==> src/sv/mmvp_pkg.sv <==
// ----------------------------------------------------------------------------
// mmvp_pkg
// Shared types and constants for the masked matrix-vector product block.
// ----------------------------------------------------------------------------
package mmvp_pkg;

  localparam int ROWS      = 16;
  localparam int COLS      = 256;
  localparam int ROW_W     = 4;
  localparam int COL_W     = 8;
  localparam int ADDR_W    = ROW_W + COL_W;
  localparam int DEPTH     = ROWS * COLS;
  localparam int DATA_W    = 32;
  localparam int ACC_W     = 48;
  localparam int CNT_W     = 6;

  localparam logic [ACC_W-1:0] ACC_MAX = {1'b0, {(ACC_W-1){1'b1}}};
  localparam logic [ACC_W-1:0] ACC_MIN = {1'b1, {(ACC_W-1){1'b0}}};

  // register indexes on the config port
  localparam logic [1:0] REG_DIVIDE_MODE = 2'd0;
  localparam logic [1:0] REG_MASK_ENABLE = 2'd1;
  localparam logic [1:0] REG_THRESHOLD   = 2'd2;
  localparam logic [1:0] REG_ZERO_REPL   = 2'd3;

  // input opcodes
  localparam logic OP_MATRIX = 1'b0;
  localparam logic OP_VECTOR = 1'b1;

  typedef enum logic [2:0] {
    ST_IDLE,
    ST_READ,
    ST_CALC,
    ST_DIV,
    ST_ACC,
    ST_EMIT
  } state_e;

endpackage

==> src/sv/mmvp_cell.sv <==
// ----------------------------------------------------------------------------
// mmvp_cell
// One accumulator cell of the rotating row ring.
// ----------------------------------------------------------------------------
module mmvp_cell (
  input  logic                       clk_i,
  input  logic                       rst_ni,
  input  logic                       shift_i,
  input  logic [mmvp_pkg::ACC_W-1:0] acc_i,
  output logic [mmvp_pkg::ACC_W-1:0] acc_o
);
  import mmvp_pkg::*;

  logic [ACC_W-1:0] acc_q, acc_d;

  // take the neighbor value on a ring step
  always_comb begin
    acc_d = shift_i ? acc_i : acc_q;
  end

  always_ff @(posedge clk_i or negedge rst_ni) begin
    if (!rst_ni) begin
      acc_q <= '0;
    end else begin
      acc_q <= acc_d;
    end
  end

  assign acc_o = acc_q;

endmodule
==> config.mk <==
export PLATFORM = sky130hd
export DESIGN_NAME = mmvp_cell
export DESIGN_NICKNAME = d
export VERILOG_FILES = /design/src/sv/mmvp_pkg.sv /design/src/sv/mmvp_cell.sv
export SDC_FILE = /design/constraint.sdc
export NUM_CORES = 1
export LEC_CHECK = 0
export ABC_AREA = 0
export BUFFER_PORTS_ARGS = -buffer_cell sky130_fd_sc_hd__buf_2
export CAP_MARGIN = 25
export CORE_MARGIN = 10
export CORE_UTILIZATION = 40
export DETAILED_ROUTE_END_ITERATION = 8
export PLACE_DENSITY_LB_ADDON = 0.12
export SYNTH_ARGS = -nofsm -noshare
export SYNTH_HDL_FRONTEND = slang
export SYNTH_SLANG_ARGS = --single-unit
==> constraint.sdc <==
create_clock -name clk_i -period 0.85 [get_ports clk_i]
set_clock_uncertainty 0.1 [all_clocks]
set_input_delay 0.17 -clock clk_i [delete_from_list [all_inputs] [get_ports clk_i]]
set_output_delay 0.17 -clock clk_i [all_outputs]
set_load 0.02 [all_outputs]
* Word level (Yosys, flattened, before mapping)
Cells that the tools add are included.
Word-level totals: bits in writable memories 0, word-level logic and storage cells 1, memories kept 0, output and inout port bits 48, bits in registers 48, bits of input ports 51, latch bits 0, memory bits (read-only) 0
Operators by class: order comparisons 0, divide/modulo/power cells 0, $add $sub $neg 0, $mul 0, bitwise operators 0, reduce and logical (&&, ||, !) cells 0, equality and inequality tests 0, shift-type cells 0, muxes and demuxes 0

* Logic depth before layout (Yosys ltp)
Gate-level depths: netlist (run 1).
word-level depth 0, mapped depth 3, mapped depth without buffers 1

* Worst setup path after synthesis (run 1)
Ideal clock, no wire load.
path type input -> register, start in shift_i, end reg acc_q[26] (netlist: acc_o[26]), setup slack -0.123 ns, cell stages on the path 3, arrival 0.748 ns, buffers on the path 2, cells stage by stage buf_6 -> buf_6 -> mux2_4
RTL lines:
- start, declared | RTL line mmvp_cell.sv:8 | input logic shift_i,
- end signal, assigned | RTL line mmvp_cell.sv:23 | acc_q <= '0;
- end signal, assigned | RTL line mmvp_cell.sv:25 | acc_q <= acc_d;
- end, declared | RTL line mmvp_cell.sv:14 | logic [ACC_W-1:0] acc_q, acc_d;
No word-level cell between the ends.

* Worst setup path in the final report (run 1)
start reg acc_q[43] (netlist: acc_o[43]), end out acc_o[43] in the netlist's numbering
RTL lines:
- end, declared | RTL line mmvp_cell.sv:10 | output logic [mmvp_pkg::ACC_W-1:0] acc_o
No word-level cell between the ends.

==> metrics, run 1 <==
1st-pass router iterations 2; clock sinks 48; Least-Margin Pin Slew 264.9 ps; CP Launch Type flip-flop; register area share after synthesis 64.56%; Routed WL per cell 18.19 µm; Synth Instances 101; depth of the worst hold-timing path 2; worst path cell trace buf_6; post-synthesis cell type count 5; Residual DRC 0; DR vias/cell 4.755; antenna viol nets, final 0; delay-heaviest family, CP flip-flops; crit-path max cell delay 410 ps; Final period util 131.7%; antenna fix cells 0; first-pass GRT wire length 7.748 mm; die width 88.20 µm; Max Cap Viol 0; fmax 0.8932 GHz; Final setup viols 96; nets 275; clock latency on the worst-skew pair 290 ps; Cell Count Post-Placement 250; GP Congestion 0.7452; initial antenna violation count 0; hpwl dp 3.596 mm; Worst-path clk slew 80 ps; final setup margin -269.6 ps; VDD IR max 0.001176 V; failing checks negative setup slack; DR vias 1,317; Die H 88.20 µm; Synth Net Count 152; average cell area after synthesis 18.42 µm²; CTS root buf clkbuf_8; CTS tree yes; flop and latch count out of synthesis 48; Final min period 1120 ps; Slew Limit Fails 0; Remaining Overflow, GRT 0; Hold Startpoint acc_i[43]; pin count of the biggest net entering global routing 49; status complete, but fails checks; P&R area growth vs syn 64.42%; pwr dens 1846 nW/µm²; die footprint 7779 µm²; post-route insts no fill 277; critical path class reg -> out; total wire length 5.038 mm; Longest Clk Path Bufs 2; Pleak 1.483 nW; Slew headroom 82.34%; H-tree depth 2; Required @ worst endpoint 580 ps; Buf/Inv on CP 1; most frequent cells in the layout buf_6, buf_2, dfrtp_2; Reg2Reg Capture Point acc_o[38]$_DFFE_PN0P_; ratio of cells with drive above 1 in the final layout 89.78%; input/output buffers 98; Starting Density 41.86%; max reg flops 48; vias in the first global route 1,486; Ports 99; Crit Path Max Fanout 2; Worst Path Arrival 850 ps; initial DRC count 50; Cell Area, Synth 1861 µm²; total track usage 12.85%; total power 0.005647 W; most common cell after layout, fill and taps aside buf_6; yosys warns 0; Core Util, Final 68.83%; std cell rows 24; flop2flop setup slack -160 ps; Crit-path slowest cell dfrtp_1; CTS buffer count 5; Final Hold Vio Count 0; Crit. End Element output pin; Hold Buf Count CTS 1; hold_ws 3.158 ps; hold endpoint acc_o[43]$_DFFE_PN0P_; unrepaired setup endpoints after global routing true; core box area 4444 µm²; FF-to-FF path depth 2; FF-to-FF Start acc_o[38]$_DFFE_PN0P_; type of the worst min-delay path in -> reg; Layout fillers 315
[routing by layer]
layer	track usage (%)	vias to the layer above	wire, µm
li1	-	595	-
met1	13.98	647	1850
met2	21.37	63	2543
met3	6.685	12	548
met4	3.818	0	96
met5	0	-	0
[worst max path at each step]
stage                          startpoint                    end  cells after the start
detailed placement                shift_i   acc_o[7]$_DFFE_PN0P_                      3
floorplan                         shift_i  acc_o[26]$_DFFE_PN0P_                      3
global route        acc_o[12]$_DFFE_PN0P_              acc_o[12]                      1
finish              acc_o[43]$_DFFE_PN0P_              acc_o[43]                      1
global placement                  shift_i  acc_o[21]$_DFFE_PN0P_                      3
CTS                  acc_o[2]$_DFFE_PN0P_               acc_o[2]                      1
[synthesized netlist by cell type]
master	count	area, µm²
mux2_4	20	300.3
buf_6	3	33.78
mux2_2	28	315.3
dfrtp_1	48	1201
buf_2	2	10.01
[logic make-up (layout without fill, tap and decap cells)]
kind of cell / count (synthesis) / in the layout / synth area share (%)
buffers and inverters: 5 / 129 / 2.354
flip-flops: 48 / 48 / 64.56
multiplexers: 48 / 48 / 33.09
[area by class of cell]
cell class | instances | area (µm²) | share of cell area, %
flip-flops and latches | 48 | 1236 | 40.41
well taps | 52 | 65.06 | 2.127
repair buffers | 121 | 1049 | 34.27
multi-input cells | 48 | 619.3 | 20.25
clock buffers | 8 | 90.09 | 2.945
[power by group]
group          switching [W]  internal, W
clock               0.000710     0.000664
sequential          0.000180      0.00254
combinational       0.000628     0.000929
total                0.00152      0.00413
[worst register-to-register path: stages (launching register included)]
cell     delay, ps
dfrtp_1        410
buf_4          140
mux2_4         250
[metrics by stage]
step	setup slack, ps	area (µm²)	setup TNS (ps)
floorplan	-88.04	1927	-3534
global placement	-236.1	2475	-10340
detailed placement	-271.8	2475	-11140
CTS	-278.5	3003	-15870
global route	-305.8	3059	-18470
finish	-269.6	3059	-15940
[what timing repair did]
action,CTS,global route
resized for setup,100,9
hold endpoints to repair,69,18
setup endpoints to repair,96,96
buffers inserted,15,3
Power figures use the tool's default switching activity.
==> run 2, diff against run 1 <==
- REMOVE_ABC_BUFFERS: default -> 1
==> run 2 against run 1 <==
  * The flow still finishes with violations (negative setup slack)
  * Fmax grew 0.44%
  * Sequential cell count unchanged
  * Core utilization is 0.23 points higher
  * Sequential share of layout area decreased by 1.3 points
  * Worst hold slack better by 2.9 ps
  * Cell count rose by 0.72%
  * Die area unchanged
  * Worst setup slack better by 4.9 ps
  * Global-route usage down 0.28 points
  * Combinational power is 3% higher
  * Sequential power about the same
  * Clock power is 4% lower
  * Critical path type unchanged
  * Critical endpoint is now acc_o[11]
  * Largest power group unchanged
==> metrics, run 2 (synthesis gave the netlist of run 1 again) <==
initial antenna violation count 0 (unchanged); fmax 0.8971 GHz (+0.44%); Core Util, Final 69.06% (+0.23 points); crit-path max cell delay 410 ps (about the same); Pleak 1.549 nW (+4.4%); global-route met1 utilization 13.07% (-0.91 points); input/output buffers 98 (unchanged); die width 88.20 µm (unchanged); DR vias/cell 4.677 (-1.6%); FF-to-FF path depth 2 (unchanged); hpwl dp 3.679 mm (+2.3%); most frequent cells in the layout buf_6, buf_2, dfrtp_1; DR vias 1,305 (-0.91%); Seq. cell area 1201 µm² (-2.8%); 1st-pass router iterations 2 (unchanged); delay-heaviest family, CP flip-flops; Crit-path slowest cell dfrtp_1; hold_ws 6.070 ps (+2.911 ps); depth of the worst hold-timing path 2 (unchanged); unrepaired setup endpoints after global routing true; Final Hold Vio Count 0 (unchanged); initial DRC count 48 (-4.0%); Final setup viols 96 (unchanged); failing checks negative setup slack; Remaining Overflow, GRT 0 (unchanged); Routed WL per cell 17.95 µm (-1.3%); type of the worst min-delay path in -> reg; Longest Clk Path Bufs 2 (unchanged); Layout fillers 340 (+7.9%); most common cell after layout, fill and taps aside buf_6; Residual DRC 0 (unchanged); Ports 99 (unchanged); critical path depth 1 (unchanged); total wire length 5.009 mm (-0.58%); CTS tree yes; critical path class reg -> out; Max Cap Viol 0 (unchanged); CTS root buf clkbuf_8; first-pass GRT wire length 7.624 mm (-1.6%); Worst-path clk slew 80 ps (about the same); Starting Density 41.86% (unchanged); max reg flops 48 (unchanged); core box area 4444 µm² (unchanged); GP Congestion 0.7141 (-4.2%); Worst Path Arrival 840 ps (about the same); final setup margin -264.7 ps (+4.907 ps); Required @ worst endpoint 580 ps (about the same); Buf/Inv on CP 1 (unchanged); Crit. End Element output pin; Least-Margin Pin Slew 248.2 ps (-16.63 ps); Die H 88.20 µm (unchanged); pin count of the biggest net entering global routing 49 (unchanged); Hold Buf Count CTS 1 (unchanged); ratio of cells with drive above 1 in the final layout 77.53% (-12 points); clock latency on the worst-skew pair 290 ps (about the same); pwr dens 1830 nW/µm² (-0.85%); Final min period 1115 ps (-4.907 ps); H-tree depth 2 (unchanged); Slew Limit Fails 0 (unchanged); met2 usage 21.70% (+0.33 points); nets 277 (+0.73%); vias in the first global route 1,532 (+3.1%); P&R area growth vs syn 64.96%; antenna fix cells 0 (unchanged); die footprint 7779 µm² (unchanged); CTS buffer count 5 (unchanged); VDD IR max 0.001366 V (+16%); layer with the highest usage met2; std cell rows 24 (unchanged); area occupied by multi-input gates 641.9 µm² (+3.6%); GRT met3 Usage 6.500% (-0.19 points); Final period util 131.1% (-0.58 points); total track usage 12.57% (-0.28 points); antenna viol nets, final 0 (unchanged); status complete, but fails checks; worst path cell trace buf_6; clock sinks 48 (unchanged); Slew headroom 83.45% (+1.1 points); CP Launch Type flip-flop; Crit Path Max Fanout 2 (unchanged)
run 2: through the flow:
step / power [W] / instances / cell area, µm² / setup WS [ps] / setup TNS (ps)
finish: 0.005617 / 279 / 3069 / -264.7 / -15320
global route: 0.005924 / 279 / 3069 / -305.9 / -18270
CTS: 0.005568 / 272 / 2934 / -266.7 / -15050
detailed placement: 0.003807 / 249 / 2432 / -273.4 / -11490
global placement: 0.003761 / 249 / 2432 / -238.1 / -10250
floorplan: 0.003252 / 96 / 1817 / -84.72 / -3827
run 2: cell type report:
cell class                 count  area share, %
clock buffer                   8          2.935
multi-input combinational     48          20.91
sequential                    48          39.14
tap                           52          2.120
timing repair buffer         123          34.90
run 2: worst paths after layout:
| check | startpoint | to | slack (ps) |
|---|---|---|---|
| min in group asynchronous | rst_ni | acc_o[18]$_DFFE_PN0P_ | 300 |
| worst min-delay path | acc_i[18] | acc_o[18]$_DFFE_PN0P_ | 6 |
| max in group asynchronous | rst_ni | acc_o[46]$_DFFE_PN0P_ | 150 |
| worst max register to register | acc_o[3]$_DFFE_PN0P_ | acc_o[3]$_DFFE_PN0P_ | -170 |
| worst min register to register | acc_o[0]$_DFFE_PN0P_ | acc_o[0]$_DFFE_PN0P_ | 440 |
| worst max-delay path | acc_o[11]$_DFFE_PN0P_ | acc_o[11] | -260 |
run 2: timing repair:
action                                  in CTS  in global routing
endpoints found under the hold margin       50                 18
pin swaps                                    0                  0
gates resized for setup                     95                 22
buffers inserted                            14                  7
endpoints found under the setup margin      82                 96
run 2: power breakdown:
part / switching [W] / internal, W
registers: 0.000182 / 0.00251
logic: 0.000635 / 0.000964
clock network: 0.000662 / 0.000663
total: 0.00148 / 0.00414
run 2: layer usage:
metal,vias up,routed length [µm]
li1,600,-
met1,638,1810
met2,60,2656
met3,7,464
met4,0,78
met5,-,0
==> run 3, diff against run 2 <==
- CORE_UTILIZATION: 40 -> 31
- SLEW_MARGIN: default -> 20
- clock period: 0.85 -> 1.3 ns (I/O delays scaled with it)
==> run 3 against run 2 <==
  * The flow now finishes without violations
  * Worst setup slack improved by 360 ps
  * Worst hold slack improved by 87 ps
  * Clock power decreased by 30%
  * Cell count increased by 0.36%
  * Wire length decreased by 9.6%
  * Global-route usage decreased by 2.8 points
  * Total power decreased by 40%
  * Non-clock buffer count decreased by 21
  * Register-to-register slack improved by 600 ps
  * Critical path depth unchanged
  * Die area increased by 22%
==> metrics, run 3 (synthesis gave the netlist of run 1 again) <==
status finished, final reports clean; Worst Path Arrival 850 ps (about the same); worst path cell trace buf_2; max reg flops 48 (unchanged); Pleak 1.305 nW (-16%); die width 97.47 µm (+11%); std cell rows 28 (+17%); H-tree depth 2 (unchanged); vias in the first global route 1,450 (-5.4%); Reg2Reg Capture Point acc_o[42]$_DFFE_PN0P_; Slew Limit Fails 0 (unchanged); nets 256 (-7.6%); Crit-path slowest cell dfrtp_1; Starting Density 31.61% (-10 points); fmax 0.8270 GHz; hpwl dp 3.591 mm (-2.4%); core box area 5886 µm² (+32%); crit-path max cell delay 390 ps (-20 ps); Slew headroom 83.23% (-0.22 points); Final min period 1209 ps; global-route met1 utilization 11.30% (-1.8 points); Residual DRC 0 (unchanged); Max Cap Viol 0 (unchanged); Hold Startpoint acc_i[4]; pwr dens 1310 nW/µm² (-28%); TNS Setup 0 ps (+15,320 ps); Remaining Overflow, GRT 0 (unchanged); VDD IR max 0.0004306 V (-68%); FF-to-FF path depth 1 (-1); Clock power frac 27.5% (+3.9 points); delay-heaviest family, CP flip-flops; Placed Area 2461 µm² (+1.2%); Core Util, Final 43.62% (-25 points); antenna viol nets, final 0 (unchanged); flop2flop setup slack 430 ps (+600 ps); GRT met3 Usage 5.832% (-0.67 points); CTS buffer count 5 (unchanged); unrepaired setup endpoints after global routing false; hold_ws 93.23 ps (+87.16 ps); register share of total power 50.9% (+2.9 points); Least-Margin Pin Slew 251.5 ps (+3.284 ps); met2 usage 14.92% (-6.8 points); Routed WL per cell 16.17 µm (-9.9%); Final Cell Area 2567 µm² (-16%); GP Congestion 0.7609 (+6.6%); critical path depth 1 (unchanged); CP Launch Type flip-flop; type of the worst min-delay path in -> reg; Die H 97.47 µm (+11%); most common cell after layout, fill and taps aside buf_2; first-pass GRT wire length 7.527 mm (-1.3%); die footprint 9500 µm² (+22%); Worst-path clk slew 80 ps (about the same); post-route insts no fill 280 (+0.36%); DR vias/cell 4.300 (-8.1%); postcts setup bufs 0 (-14); ratio of cells with drive above 1 in the final layout 76.10% (-1.4 points); Crit. End Element output pin; Required @ worst endpoint 940 ps (+360 ps); pin count of the biggest net entering global routing 49 (unchanged); total track usage 9.773% (-2.8 points); P_int 0.002456 W (-41%); Combinational Power Share 21.5% (-7.0 points); initial antenna violation count 0 (unchanged); Final setup viols 0 (-100%); Cell Count Post-Placement 272 (+9.2%); depth of the worst hold-timing path 2 (unchanged); FF-to-FF Start acc_o[42]$_DFFE_PN0P_; Final period util 93.01%; CTS tree yes; antenna fix cells 0 (unchanged); Final Hold Vio Count 0 (unchanged); P&R area growth vs syn 38.00%; input/output buffers 98 (unchanged); DR vias 1,204 (-7.7%); layer with the highest usage met2; Longest Clk Path Bufs 2 (unchanged); Ports 99 (unchanged); switching part of the total 26.97% (+0.66 points); Crit Path Max Fanout 2 (unchanged); hold endpoint acc_o[4]$_DFFE_PN0P_; clock sinks 48 (unchanged); clock latency on the worst-skew pair 290 ps (about the same); Buf/Inv on CP 1 (unchanged); Net Switching 0.0009070 W (-39%); initial DRC count 15 (-69%); total wire length 4.528 mm (-9.6%); most frequent cells in the layout buf_2, dfrtp_1, mux2_2; 1st-pass router iterations 2 (unchanged); CTS root buf clkbuf_8; critical path class reg -> out; Worst Setup SP acc_o[25]$_DFFE_PN0P_
run 3: cell types whose count changed in the layout (fill, tap and decap cells not counted), sizes merged:
cell and delta:
buf -21, clkbuf -1
run 3: through the flow:
stage               setup WS, ps  power, W
finish                     90.87  0.003363
global route               42.32  0.003552
CTS                        73.47  0.003426
detailed placement         88.50  0.002484
global placement           112.4  0.002465
floorplan                  365.3  0.002126
run 3: timing repair:
item | CTS | global route
endpoints found under the hold margin | 48 | 0
gates resized for setup | 0 | 0
setup endpoints to repair | 0 | 0
hold buffers | 1 | 0
run 3: final cells by class:
| class | count | area (µm²) |
|---|---|---|
| fillers | 569 | 3318 |
| flip-flops and latches | 48 | 1201 |
| multi-input cells | 48 | 615.6 |
| repair buffers | 102 | 560.5 |
| clock buffers | 7 | 96.34 |
| well taps | 75 | 93.84 |
run 3: how the worst max path moves through the flow:
stage	to	slack, ps
final	acc_o[25]	90
after global routing	acc_o[17]	40
after CTS	acc_o[25]	70
after detailed placement	acc_o[14]$_DFFE_PN0P_	90
after global placement	acc_o[14]$_DFFE_PN0P_	110
after floorplan	acc_o[26]$_DFFE_PN0P_	370
run 3: power groups by stage:
stage	Clock, W	Sequential, W	Combinational (W)
after floorplan	0	0.00193	0.000193
after global placement	0	0.00174	0.000727
after detailed placement	0	0.00174	0.000739
after CTS	0.000964	0.00172	0.000744
after global routing	0.00103	0.00174	0.000783
final	0.000926	0.00171	0.000724
run 3: routing by layer:
layer  up-vias  part of all wire [%]
met4         0                  0.77
met2        66                    46
met5         -                     0
met1       575                    42
li1        559                     -
met3         4                    12
