**config.mk**
```make
export PLATFORM = sky130hd
export DESIGN_NAME = mmvp_div
export DESIGN_NICKNAME = d
export VERILOG_FILES = /design/src/sv/mmvp_pkg.sv /design/src/sv/mmvp_div.sv
export SDC_FILE = /design/constraint.sdc
export NUM_CORES = 1
export LEC_CHECK = 0
export ABC_CLOCK_PERIOD_IN_PS = 3600
export CAP_MARGIN = 15
export CORE_AREA = 2 2 114 116
export CTS_CLUSTER_DIAMETER = 150
export CTS_CLUSTER_SIZE = 10
export DETAILED_ROUTE_END_ITERATION = 10
export DIE_AREA = 0 0 116 118
export DONT_BUFFER_PORTS = 1
export GPL_TIMING_DRIVEN = 0
export PLACE_DENSITY_LB_ADDON = 0.08
export SLEW_MARGIN = 25
export SYNTH_ARGS = -nofsm -noshare
export SYNTH_HDL_FRONTEND = slang
export SYNTH_SLANG_ARGS = --single-unit
```
**constraint.sdc**
```tcl
create_clock -name clk_i -period 3.6 [get_ports clk_i]
set_input_delay 0.72 -clock clk_i [delete_from_list [all_inputs] [get_ports clk_i]]
set_output_delay 0.72 -clock clk_i [all_outputs]
set_load 0.05 [all_outputs]
```
**src/sv/mmvp_pkg.sv**
```systemverilog
// ----------------------------------------------------------------------------
// mmvp_pkg
// Shared types and constants for the masked matrix-vector product block.
// ----------------------------------------------------------------------------
package mmvp_pkg;

  localparam int ROWS      = 16;
  localparam int COLS      = 256;
  localparam int ROW_W     = 4;
  localparam int COL_W     = 8;
  localparam int ADDR_W    = ROW_W + COL_W;
  localparam int DEPTH     = ROWS * COLS;
  localparam int DATA_W    = 32;
  localparam int ACC_W     = 48;
  localparam int CNT_W     = 6;

  localparam logic [ACC_W-1:0] ACC_MAX = {1'b0, {(ACC_W-1){1'b1}}};
  localparam logic [ACC_W-1:0] ACC_MIN = {1'b1, {(ACC_W-1){1'b0}}};

  // register indexes on the config port
  localparam logic [1:0] REG_DIVIDE_MODE = 2'd0;
  localparam logic [1:0] REG_MASK_ENABLE = 2'd1;
  localparam logic [1:0] REG_THRESHOLD   = 2'd2;
  localparam logic [1:0] REG_ZERO_REPL   = 2'd3;

  // input opcodes
  localparam logic OP_MATRIX = 1'b0;
  localparam logic OP_VECTOR = 1'b1;

  typedef enum logic [2:0] {
    ST_IDLE,
    ST_READ,
    ST_CALC,
    ST_DIV,
    ST_ACC,
    ST_EMIT
  } state_e;

endpackage

```
**src/sv/mmvp_div.sv**
```systemverilog
// ----------------------------------------------------------------------------
// mmvp_div
// Unsigned restoring divider, one quotient bit per cycle.
// ----------------------------------------------------------------------------
module mmvp_div (
  input  logic                        clk_i,
  input  logic                        rst_ni,
  input  logic                        start_i,
  input  logic [mmvp_pkg::ACC_W-1:0]  dividend_i,
  input  logic [mmvp_pkg::DATA_W-1:0] divisor_i,
  output logic                        done_o,
  output logic [mmvp_pkg::ACC_W-1:0]  quot_o
);
  import mmvp_pkg::*;

  logic              busy_q, busy_d;
  logic              done_q, done_d;
  logic [CNT_W-1:0]  cnt_q, cnt_d;
  logic [ACC_W-1:0]  dvd_q, dvd_d;
  logic [DATA_W-1:0] dvs_q, dvs_d;
  logic [DATA_W-1:0] rem_q, rem_d;
  logic [DATA_W:0]   rem_sh;
  logic              ge;

  // one shift-subtract step
  always_comb begin
    rem_sh = {rem_q, dvd_q[ACC_W-1]};
    ge     = rem_sh >= {1'b0, dvs_q};
    busy_d = busy_q;
    done_d = 1'b0;
    cnt_d  = cnt_q;
    dvd_d  = dvd_q;
    dvs_d  = dvs_q;
    rem_d  = rem_q;
    if (start_i) begin
      busy_d = 1'b1;
      cnt_d  = '0;
      dvd_d  = dividend_i;
      dvs_d  = divisor_i;
      rem_d  = '0;
    end else if (busy_q) begin
      rem_d = ge ? DATA_W'(rem_sh - {1'b0, dvs_q}) : DATA_W'(rem_sh);
      dvd_d = {dvd_q[ACC_W-2:0], ge};
      cnt_d = cnt_q + CNT_W'(1);
      if (cnt_q == CNT_W'(ACC_W - 1)) begin
        busy_d = 1'b0;
        done_d = 1'b1;
      end
    end
  end

  // control state
  always_ff @(posedge clk_i or negedge rst_ni) begin
    if (!rst_ni) begin
      busy_q <= 1'b0;
      done_q <= 1'b0;
      cnt_q  <= '0;
    end else begin
      busy_q <= busy_d;
      done_q <= done_d;
      cnt_q  <= cnt_d;
    end
  end

  // datapath
  always_ff @(posedge clk_i) begin
    dvd_q <= dvd_d;
    dvs_q <= dvs_d;
    rem_q <= rem_d;
  end

  assign done_o = done_q;
  assign quot_o = dvd_q;

endmodule

```
== After elaboration in Yosys (flattened, before gate mapping) ==
Index checks and enable logic that the tools add are counted.
W data, S select, Z words.
Storage, ports and cells
  register bits: 120
  bits of input ports: 83
  output and inout bits: 49
Cells by class
  multiplexer cells: 11
  $add $sub $neg: 2
  order comparisons: 1
  reductions and logical operators: 1
  eq/ne operators: 1
Operators by type and width (count)
  $mux W48: 2
  $ge A33 B32 Y1: 1
  $mux W32: 1
  $sub A32 B32 Y32: 1
  $mux W6: 2
  $add A6 B1 Y6 const B: 1
  $eq A6 B6 Y1 const B: 1
  $mux W1: 6
  $reduce_bool A2 Y1: 1

== Logic depth before layout (Yosys ltp) ==
Gate-level depths: netlist of run 1.
  word-level depth: 4
  depth in mapped cells: 14
  gate-level depth less buffers: 12

== Least setup slack after synthesis of run 1 ==
No wires, ideal clock.
  path type: reg-to-reg
  start: register dvd_q[47], in the netlist quot_o[47]
  end: register rem_q[30]
  path slack: 0.630 ns
  data required time: 3.484 ns
  setup time: 0.116 ns
  clock period less this slack: 2.970 ns
  stages on the path, launching flop included: 13
  arrival time: 2.854 ns
  path through: edfxtp_1 > inv_1 > ha_1 > fa_1 > nand2b_1 > a21o_1 > a21o_1 > a211o_1 > a21oi_1 > o211ai_1 > a31oi_1 > xor2_1 > a31o_1
Between the ends
  word-level cells in the longest chain between the ends: 2
RTL lines
  start: declaration: RTL line mmvp_div.sv:19  | logic [ACC_W-1:0] dvd_q, dvd_d;
  start signal: assignment: RTL line mmvp_div.sv:67  | dvd_q <= dvd_d;
  $sub A32 B32 Y32 / $ge A33 B32 Y1 (equally long branches): RTL line mmvp_div.sv:42, mmvp_div.sv:28
  $mux W32 (*): RTL line mmvp_div.sv:42  | rem_d = ge ? DATA_W'(rem_sh - {1'b0, dvs_q}) : DATA_W'(rem_sh);
  end signal: assignment: RTL line mmvp_div.sv:69  | rem_q <= rem_d;
  end: declaration: RTL line mmvp_div.sv:21  | logic [DATA_W-1:0] rem_q, rem_d;
Every way passes the cells marked *; elsewhere a longest branch is shown, timed or not.
A chain may end at the register's enable or synchronous reset.

== Final worst setup path of run 1 ==
Ends and elaborated chain as after synthesis.

==> metrics list, run 1 <==
- Leaving out fill and tap cells, the most frequent cell in the layout is edfxtp_1.
- Slowest cell on the critical path: edfxtp_1
- Mapped Avg Cell Area: 10.9 um2
- On the critical path the largest part of the delay comes from compound AO/OA/AOI/OAI gates.
- Library cells used by synthesis: 60
- Between clock sinks in the finished design, the worst skew comes to 0.0111 ns.
* Worst hold-check path type: in -> reg
- Power comes to 6.03 mW.
- VDD IR max: 0.000537 V
* Critical path class: reg -> reg
- After synthesis, the largest family of logic cells by area is compound AO/OA/AOI/OAI gates.
* Number of synthesized register bits: 120
- Critical Path Sink Type: register
- In this run the register-to-register setup slack is 0.22 ns.
* Post-synth ARST share: 6.67%
- Clock-pin slew of the registers on the worst-case setup and hold paths: 0.06 ns
- In this run the number of H-tree levels came out at 4.
- STA classifies the critical path startpoint as a register.
- The initial antenna violation count is 0.
* Static leakage power: 3.04 nW
* WP data arrival: 3.70 ns
- Mux cell area share after synthesis: 12.1%
* Max frequency: 0.295 GHz
- The core region is 12400 um2.
* Max Fanout on Critical Path: 3
- XOR/XNOR share of the synthesized area: 4.18%
- Combined global-route utilization of all metal layers: 23.9%
- Max incr delay on CP: 0.66 ns
- In the routed design, unresolved DRC markers number 0.
- The filler cells instantiated in the layout total 1061.
- The smallest clock period supported by the final layout is computed as 3.38 ns.
- The cell count after synthesis came out at 614.
- Mapped Nets: 731
* Power density of the placed cells: 798 nW/um2
- Clock insertion delay at the later pin of the skew report: 0.42 ns
- After the first detailed-routing iteration, the DRC count stood at 184.
- The synthesized netlist devotes 6.46% of its cell area to adder and majority cells.
- Summing every instance area after synthesis gives 6700 um2.
- HPWL after detailed placement: 11200 um
* Actual slew at the worst max-slew pin: 0.768 ns
- CP startpoint: quot_o[47]
- At the worst endpoint, the required time is 3.92 ns.
* Fraction of layout cells with a size suffix above 1: 14.5%
* Die outline area: 13700 um2
- Number of buffers inserted during clock tree synthesis: 17
* Compound-gate portion of the synthesized area: 14.9%
- End point of the critical path: rem_q[30]
* Clock tree root buffer cell: clkbuf_16
* Dominant register cell in the synthesized netlist: edfxtp_1
* Standard-cell rows: 41
* Number of max-slew violations in the final report: 0
- Final count of hold timing violations: 0
- Summing over every cut layer, the via total after detailed routing is 4719.
* Commonest non-fill, non-tap cells in the layout: edfxtp_1, mux2_2, nand2_1
- Simple logic cell fraction of the synthesized area: 9.20%
- The tool flagged a number of max-cap violations equal to 0.
* Antenna Nets Post-Route: 0
* Yosys warning count: 0
- Summing the sequential cell areas from Yosys gives 48.4% of the chip area.
* Finished Layout Cells: 819
- Chip width: 116 um
- For this configuration, the core starts out at a cell density of 54.0%.
* Run status: finished clean
* Via-to-Cell Ratio: 5.76
- Clock tree from TritonCTS: built
* Setup repair after global routing missed its margin: false
* Final Routed Wirelength: 15600 um
* Routability-driven placement congestion ratio: 0.959
- The first global-routing pass estimated 25100 um of wire.
* EDFF count, synth: 80
* Final routed wire length divided by cell count: 19.0 um
- In this run, placement finished with an instance count of 787.
* Cell occurring most often along the worst timing path: a21o_1
- Worst r2r path cells: 12
- Worst R2R Start: quot_o[47]
* Number of failing setup endpoints in the final timing report: 0
* Final setup TNS: 0 ns
* End-of-flow core utilization: 60.9%
- CTS saw 120 sinks.
- Final layout net count: 752
- Vert. Die Dim: 118 um
- Counting along the longest clock path gives a buffer depth of 2.
- Compared with the post-synthesis result, the final layout area differs by 12.8%.
- GRT overflow: 0
* Buffers and inverters on the worst path: 1
- Input/output buffers: 0
- The number of global-route vias before repair was 5031.
- Entering global routing, the biggest net connects 39 pins.
- Post-CTS Repair Setup Buffers: 0
- Headroom to the max-slew limit came out at 48.8%.
* List of cells traversed by the critical path: inv_1 > ha_1 > fa_1 > nand2b_1 > a21o_1 > a21o_1 > a211o_1 > a21oi_1 > o211ai_1 > a31oi_1 > xor2_1 > a31o_1
- Post-route clock period utilization: 94.0%
- Top-Level Pins: 132
* Diodes inserted: 0
- The critical path crosses 12 cells after its start point.
* Worst flop-to-flop path endpoint: rem_q[30]
- The first TritonRoute pass finished after 5 iterations.
through the flow:
stage	hold slack, ns	instance area (um2)	setup slack [ns]
2_1_floorplan	0.424	6700	0.630
3_3_place_gp	0.425	6920	0.230
3_5_place_dp	0.425	6950	0.236
4_1_cts	0.380	7560	0.222
5_1_grt	0.380	7560	0.00967
6_report	0.394	7560	0.215
registers in the layout (all words and copies together), names as in the netlist:
register,count
cnt_q,6
done_o,1
dvs_q,32
quot_o,48
rem_q,32
busy_q,1
logic make-up after synthesis:
family,count (synthesis)
AO/OA/AOI/OAI,142
XOR/XNOR,32
adder cells (fa/ha/maj),34
buffers and inverters,76
flip-flops,120
multiplexers,75
AND/OR/NAND/NOR,135
final cells by class:
cell class / count / area [um2] / area share [%]
Buffer: 32 / 158 / 2.08
Inverter: 44 / 165 / 2.18
Clock buffer: 18 / 429 / 5.67
Clock inverter: 13 / 179 / 2.37
Timing Repair Buffer: 2 / 37.5 / 0.496
Multi-Input combinational cell: 418 / 3140 / 41.5
Tap cell: 172 / 215 / 2.84
Sequential cell: 120 / 3240 / 42.9
cells in the mapped netlist, types with 10 or more instances:
master    instances  area (um2)
o21ai_0          19        95.1
clkbuf_1         19        71.3
edfxtp_1         80        2400
dfxtp_1          32         641
a211oi_1         20         150
xor2_1           16         140
mux2i_1          26         260
xnor2_1          16         140
mux2_2           49         552
ha_1             33         413
a21o_1           15         113
nor2_1           43         161
nand3_1          11        55.1
nand2_1          44         165
inv_1            44         165
a21oi_1          30         150
a31oi_1          10        62.6
layer usage:
layer  global-route usage (%)  vias up  share of wire (%)
li1                         -     2291                  -
met1                     28.2     2224                 40
met2                     38.6      183                 48
met3                     10.5       21                9.2
met4                     8.48        0                2.0
met5                        0        -                  0
report_power, final:
part / switching, mW / total (mW) / internal (mW)
registers: 0.414 / 2.15 / 1.74
logic: 1.18 / 2.11 / 0.932
clock network: 0.621 / 1.77 / 1.15
how the worst min path moves through the flow:
stage / startpoint / to / slack, ns / depth (start not counted)
after floorplan: rst_ni / busy_q / 0.42 / 0
after global placement: rst_ni / cnt_q[4] / 0.42 / 0
after detailed placement: rst_ni / done_o / 0.42 / 0
after CTS: divisor_i[11] / dvs_q[11] / 0.38 / 0
after global routing: divisor_i[11] / dvs_q[11] / 0.38 / 0
final: divisor_i[11] / dvs_q[11] / 0.39 / 0
timing repair:
item | CTS | global route
hold buffers | 1 | 0
endpoints found under the setup margin | 0 | 1
gates resized for setup | 0 | 1
hold endpoints to repair | 8 | 0
Power figures use the tool's default switching activity.
==> run 2: changes to the inputs <==
--- a/config.mk
+++ b/config.mk
@@ -7,11 +7,13 @@
 export LEC_CHECK = 0
 export ABC_CLOCK_PERIOD_IN_PS = 3600
 export CAP_MARGIN = 15
-export CORE_AREA = 2 2 114 116
+export CELL_PAD_IN_SITES_DETAIL_PLACEMENT = 1
+export CELL_PAD_IN_SITES_GLOBAL_PLACEMENT = 2
+export CORE_AREA = 2 2 131 133
 export CTS_CLUSTER_DIAMETER = 150
 export CTS_CLUSTER_SIZE = 10
 export DETAILED_ROUTE_END_ITERATION = 10
-export DIE_AREA = 0 0 116 118
+export DIE_AREA = 0 0 133 135
 export DONT_BUFFER_PORTS = 1
 export GPL_TIMING_DRIVEN = 0
 export PLACE_DENSITY_LB_ADDON = 0.08
==> metrics list, run 2 (same netlist as run 1, synthesis figures left out) <==
* Input/output buffers: 0 (unchanged)
- Final count of hold timing violations: 0 (unchanged)
- The number of detailed-routing iterations run before antenna repair came to 4 (-1).
* Max capacitance violation total: 0 (unchanged)
- Via-to-Cell Ratio: 5.45 (-5.4%)
* Clock power share: 27.7% (-1.6 points)
- The number of flip-flops under the largest register name came to 48 (unchanged).
* Leading cell type in the layout, fill and taps excluded: edfxtp_1
- Shortest clock period the worst path allows after layout: 3.42 ns (+0.0350 ns)
* Placeable core region: 16400 um2 (+32%)
- Number of vias in the routed layout: 4732 (+0.28%)
* Number of buffers inserted during clock tree synthesis: 17 (unchanged)
- The number of failing setup endpoints in the final timing report was 0 (unchanged).
- Max incr delay on CP: 0.66 ns (about the same)
* H-tree levels: 4 (unchanged)
* Clock tree root buffer cell: clkbuf_16
* Setup Slack @ Placement: 0.0840 ns (-0.152 ns)
* Fraction of layout cells with a size suffix above 1: 15.0% (+0.44 points)
- Clock Path Buffers: 2 (unchanged)
* Worst hold path cell count: 0 (unchanged)
- Worst R2R Start: quot_o[47]
- List of cells traversed by the critical path: inv_1 > ha_1 > fa_1 > nand2b_1 > a21o_1 > and2_1 > o311a_1 > o21ai_1 > a21oi_1 > xnor2_1 > mux2i_1 > a211oi_1
- Number of global-route vias before repair: 5383 (+7.0%)
- Critical path class: reg -> reg
- Routability-driven placement congestion ratio: 0.834 (-13%)
* Worst hold-check path type: in -> reg
- The data required time of the critical path was 3.92 ns (about the same).
- The logic depth of the worst register-to-register path was 12 (unchanged).
- Relative contribution of sequential cells to total power: 36.0% (+0.3 points)
- STA classifies the critical path endpoint as a register.
- The number of top-level pins came to 132 (unchanged).
- The run finished with clean final reports.
* GRT overflow: 0 (unchanged)
* CP startpoint: quot_o[47]
- Clock insertion delay at the later pin of the skew report: 0.42 ns (about the same)
- The critical path ends at rem_q[28].
- Sort of element at the start of the critical path: register
- The headroom to the max-slew limit was 44.7% (-4.1 points).
* Maximum number of pins on one net before global-route repair: 39 (unchanged)
* Post-CTS Repair Setup Buffers: 0 (unchanged)
* Max Fanout on Critical Path: 3 (unchanged)
- The worst path setup slack after routing came to 0.180 ns (-0.0350 ns).
- Static leakage power: 3.01 nW (-0.73%)
- The x dimension of the die came to 133 um (+15%).
- The clock transition at the registers of the reported paths is 0.06 ns (about the same).
* Synth-to-Final Area Change: 13.1%
- Number of max-slew violations in the final report: 0 (unchanged)
* Effective utilization at floorplan: 40.9% (-13 points)
* Setup repair after global routing missed its margin: false
- The wire length of the first global-routing pass was 28500 um (+14%).
* Vert. Die Dim: 135 um (+14%)
- The net switching power is 2.33 mW (+5.3%).
* Actual slew at the worst max-slew pin: 0.829 ns (+0.0614 ns)
* DRC violation count after routing: 0 (unchanged)
* Slowest cell on the critical path: edfxtp_1
* Net Sw Frac: 39.1% (+2.4 points)
- The number of DRC markers in iteration 0 came to 210 (+14%).
* Number of antenna violations at the first check in global routing: 0 (unchanged)
- Buffers and inverters on the worst path: 1 (unchanged)
- The area of the die was 18000 um2 (+31%).
* VDD IR max: 0.000400 V (-25%)
* Number of cells on the critical path: 12 (unchanged)
* Maximum clock skew at final layout: 0.0125 ns (+0.00135 ns)
* Combinational cell fraction of total power: 36.3% (+1.3 points)
- Worst flop-to-flop path endpoint: rem_q[28]
- Max frequency: 0.292 GHz (-1.0%)
* Family with the most delay on the worst path: compound AO/OA/AOI/OAI gates
- The row count is 47 (+15%).
* Final layout net count: 752 (unchanged)
- Diodes inserted: 0 (unchanged)
- HPWL after detailed placement: 12800 um (+14%)
- Final routed wire length divided by cell count: 20.1 um (+5.6%)
* Pint: 3.63 mW (-4.9%)
- Post-route clock period utilization: 95.0% (+0.97 points)
- Power density of the placed cells: 787 nW/um2 (-1.4%)
- The critical path data arrival time came to 3.74 ns (+0.04 ns).
- Clock tree sinks: 120 (unchanged)
* Clock tree from TritonCTS: built
- Commonest non-fill, non-tap cells in the layout: edfxtp_1, mux2_2, nand2_1
- The number of routed nets with antenna violations is 0 (unchanged).
- Final Routed Wirelength: 17400 um (+12%)
- The worst setup slack for register-to-register paths came to 0.18 ns (-0.03 ns).
- The overall global routing resource usage came to 20.5% (-3.5 points).
- Final setup TNS: 0 ns (unchanged)
run 2: cell count changes in the layout (fill, tap and decap cells not counted), sizes merged:
cell | previous run | this run
bufinv | 4 | 1
clkbuf | 37 | 36
clkinv | 6 | 5
inv | 45 | 51
run 2: routing by layer:
layer | GRT usage (%) | up-vias | wire length [um]
met5 | 0 | - | 0
met4 | 6.57 | 0 | 256
met3 | 6.34 | 18 | 1030
met2 | 35.7 | 118 | 8700
met1 | 24.1 | 2308 | 7450
li1 | - | 2288 | -
run 2: worst min path at each step:
stage / start / endpoint / slack (ns)
after floorplan: rst_ni / busy_q / 0.42
after global routing: divisor_i[8] / dvs_q[8] / 0.37
final: divisor_i[8] / dvs_q[8] / 0.39
after detailed placement: rst_ni / cnt_q[5] / 0.42
after CTS: divisor_i[8] / dvs_q[8] / 0.37
after global placement: rst_ni / cnt_q[3] / 0.42
run 2: final cells by class:
class,count,area (um2)
Inverter,44,165
Multi-Input combinational cell,418,3140
Buffer,32,158
Fill cell,1780,8830
Sequential cell,120,3240
Clock buffer,17,425
Tap cell,220,275
Clock inverter,15,139
Timing Repair Buffer,2,30.0
run 2: power groups by stage:
stage | combinational (mW) | clock, mW | sequential, mW
2_1_floorplan | 1.69 | 0 | 2.11
3_3_place_gp | 2.12 | 0 | 2.17
3_5_place_dp | 2.17 | 0 | 2.17
4_1_cts | 2.19 | 1.69 | 2.15
5_1_grt | 2.42 | 1.74 | 2.19
6_report | 2.16 | 1.65 | 2.15
run 2: stage by stage:
stage / total power, mW / hold slack (ns) / cells / instance area [um2] / utilization, %
final: 5.96 / 0.390 / 868 / 7580 / 46.2
after global routing: 6.35 / 0.372 / 868 / 7580 / 46.2
after CTS: 6.03 / 0.373 / 868 / 7570 / 46.2
after detailed placement: 4.34 / 0.425 / 835 / 7000 / 42.7
after global placement: 4.28 / 0.425 / 834 / 6980 / 42.5
after floorplan: 3.81 / 0.424 / 614 / 6700 / -
run 2: what timing repair did:
item,CTS,global route
endpoints found under the hold margin,8,0
hold buffers,1,0
endpoints found under the setup margin,0,2
resized for setup,0,2
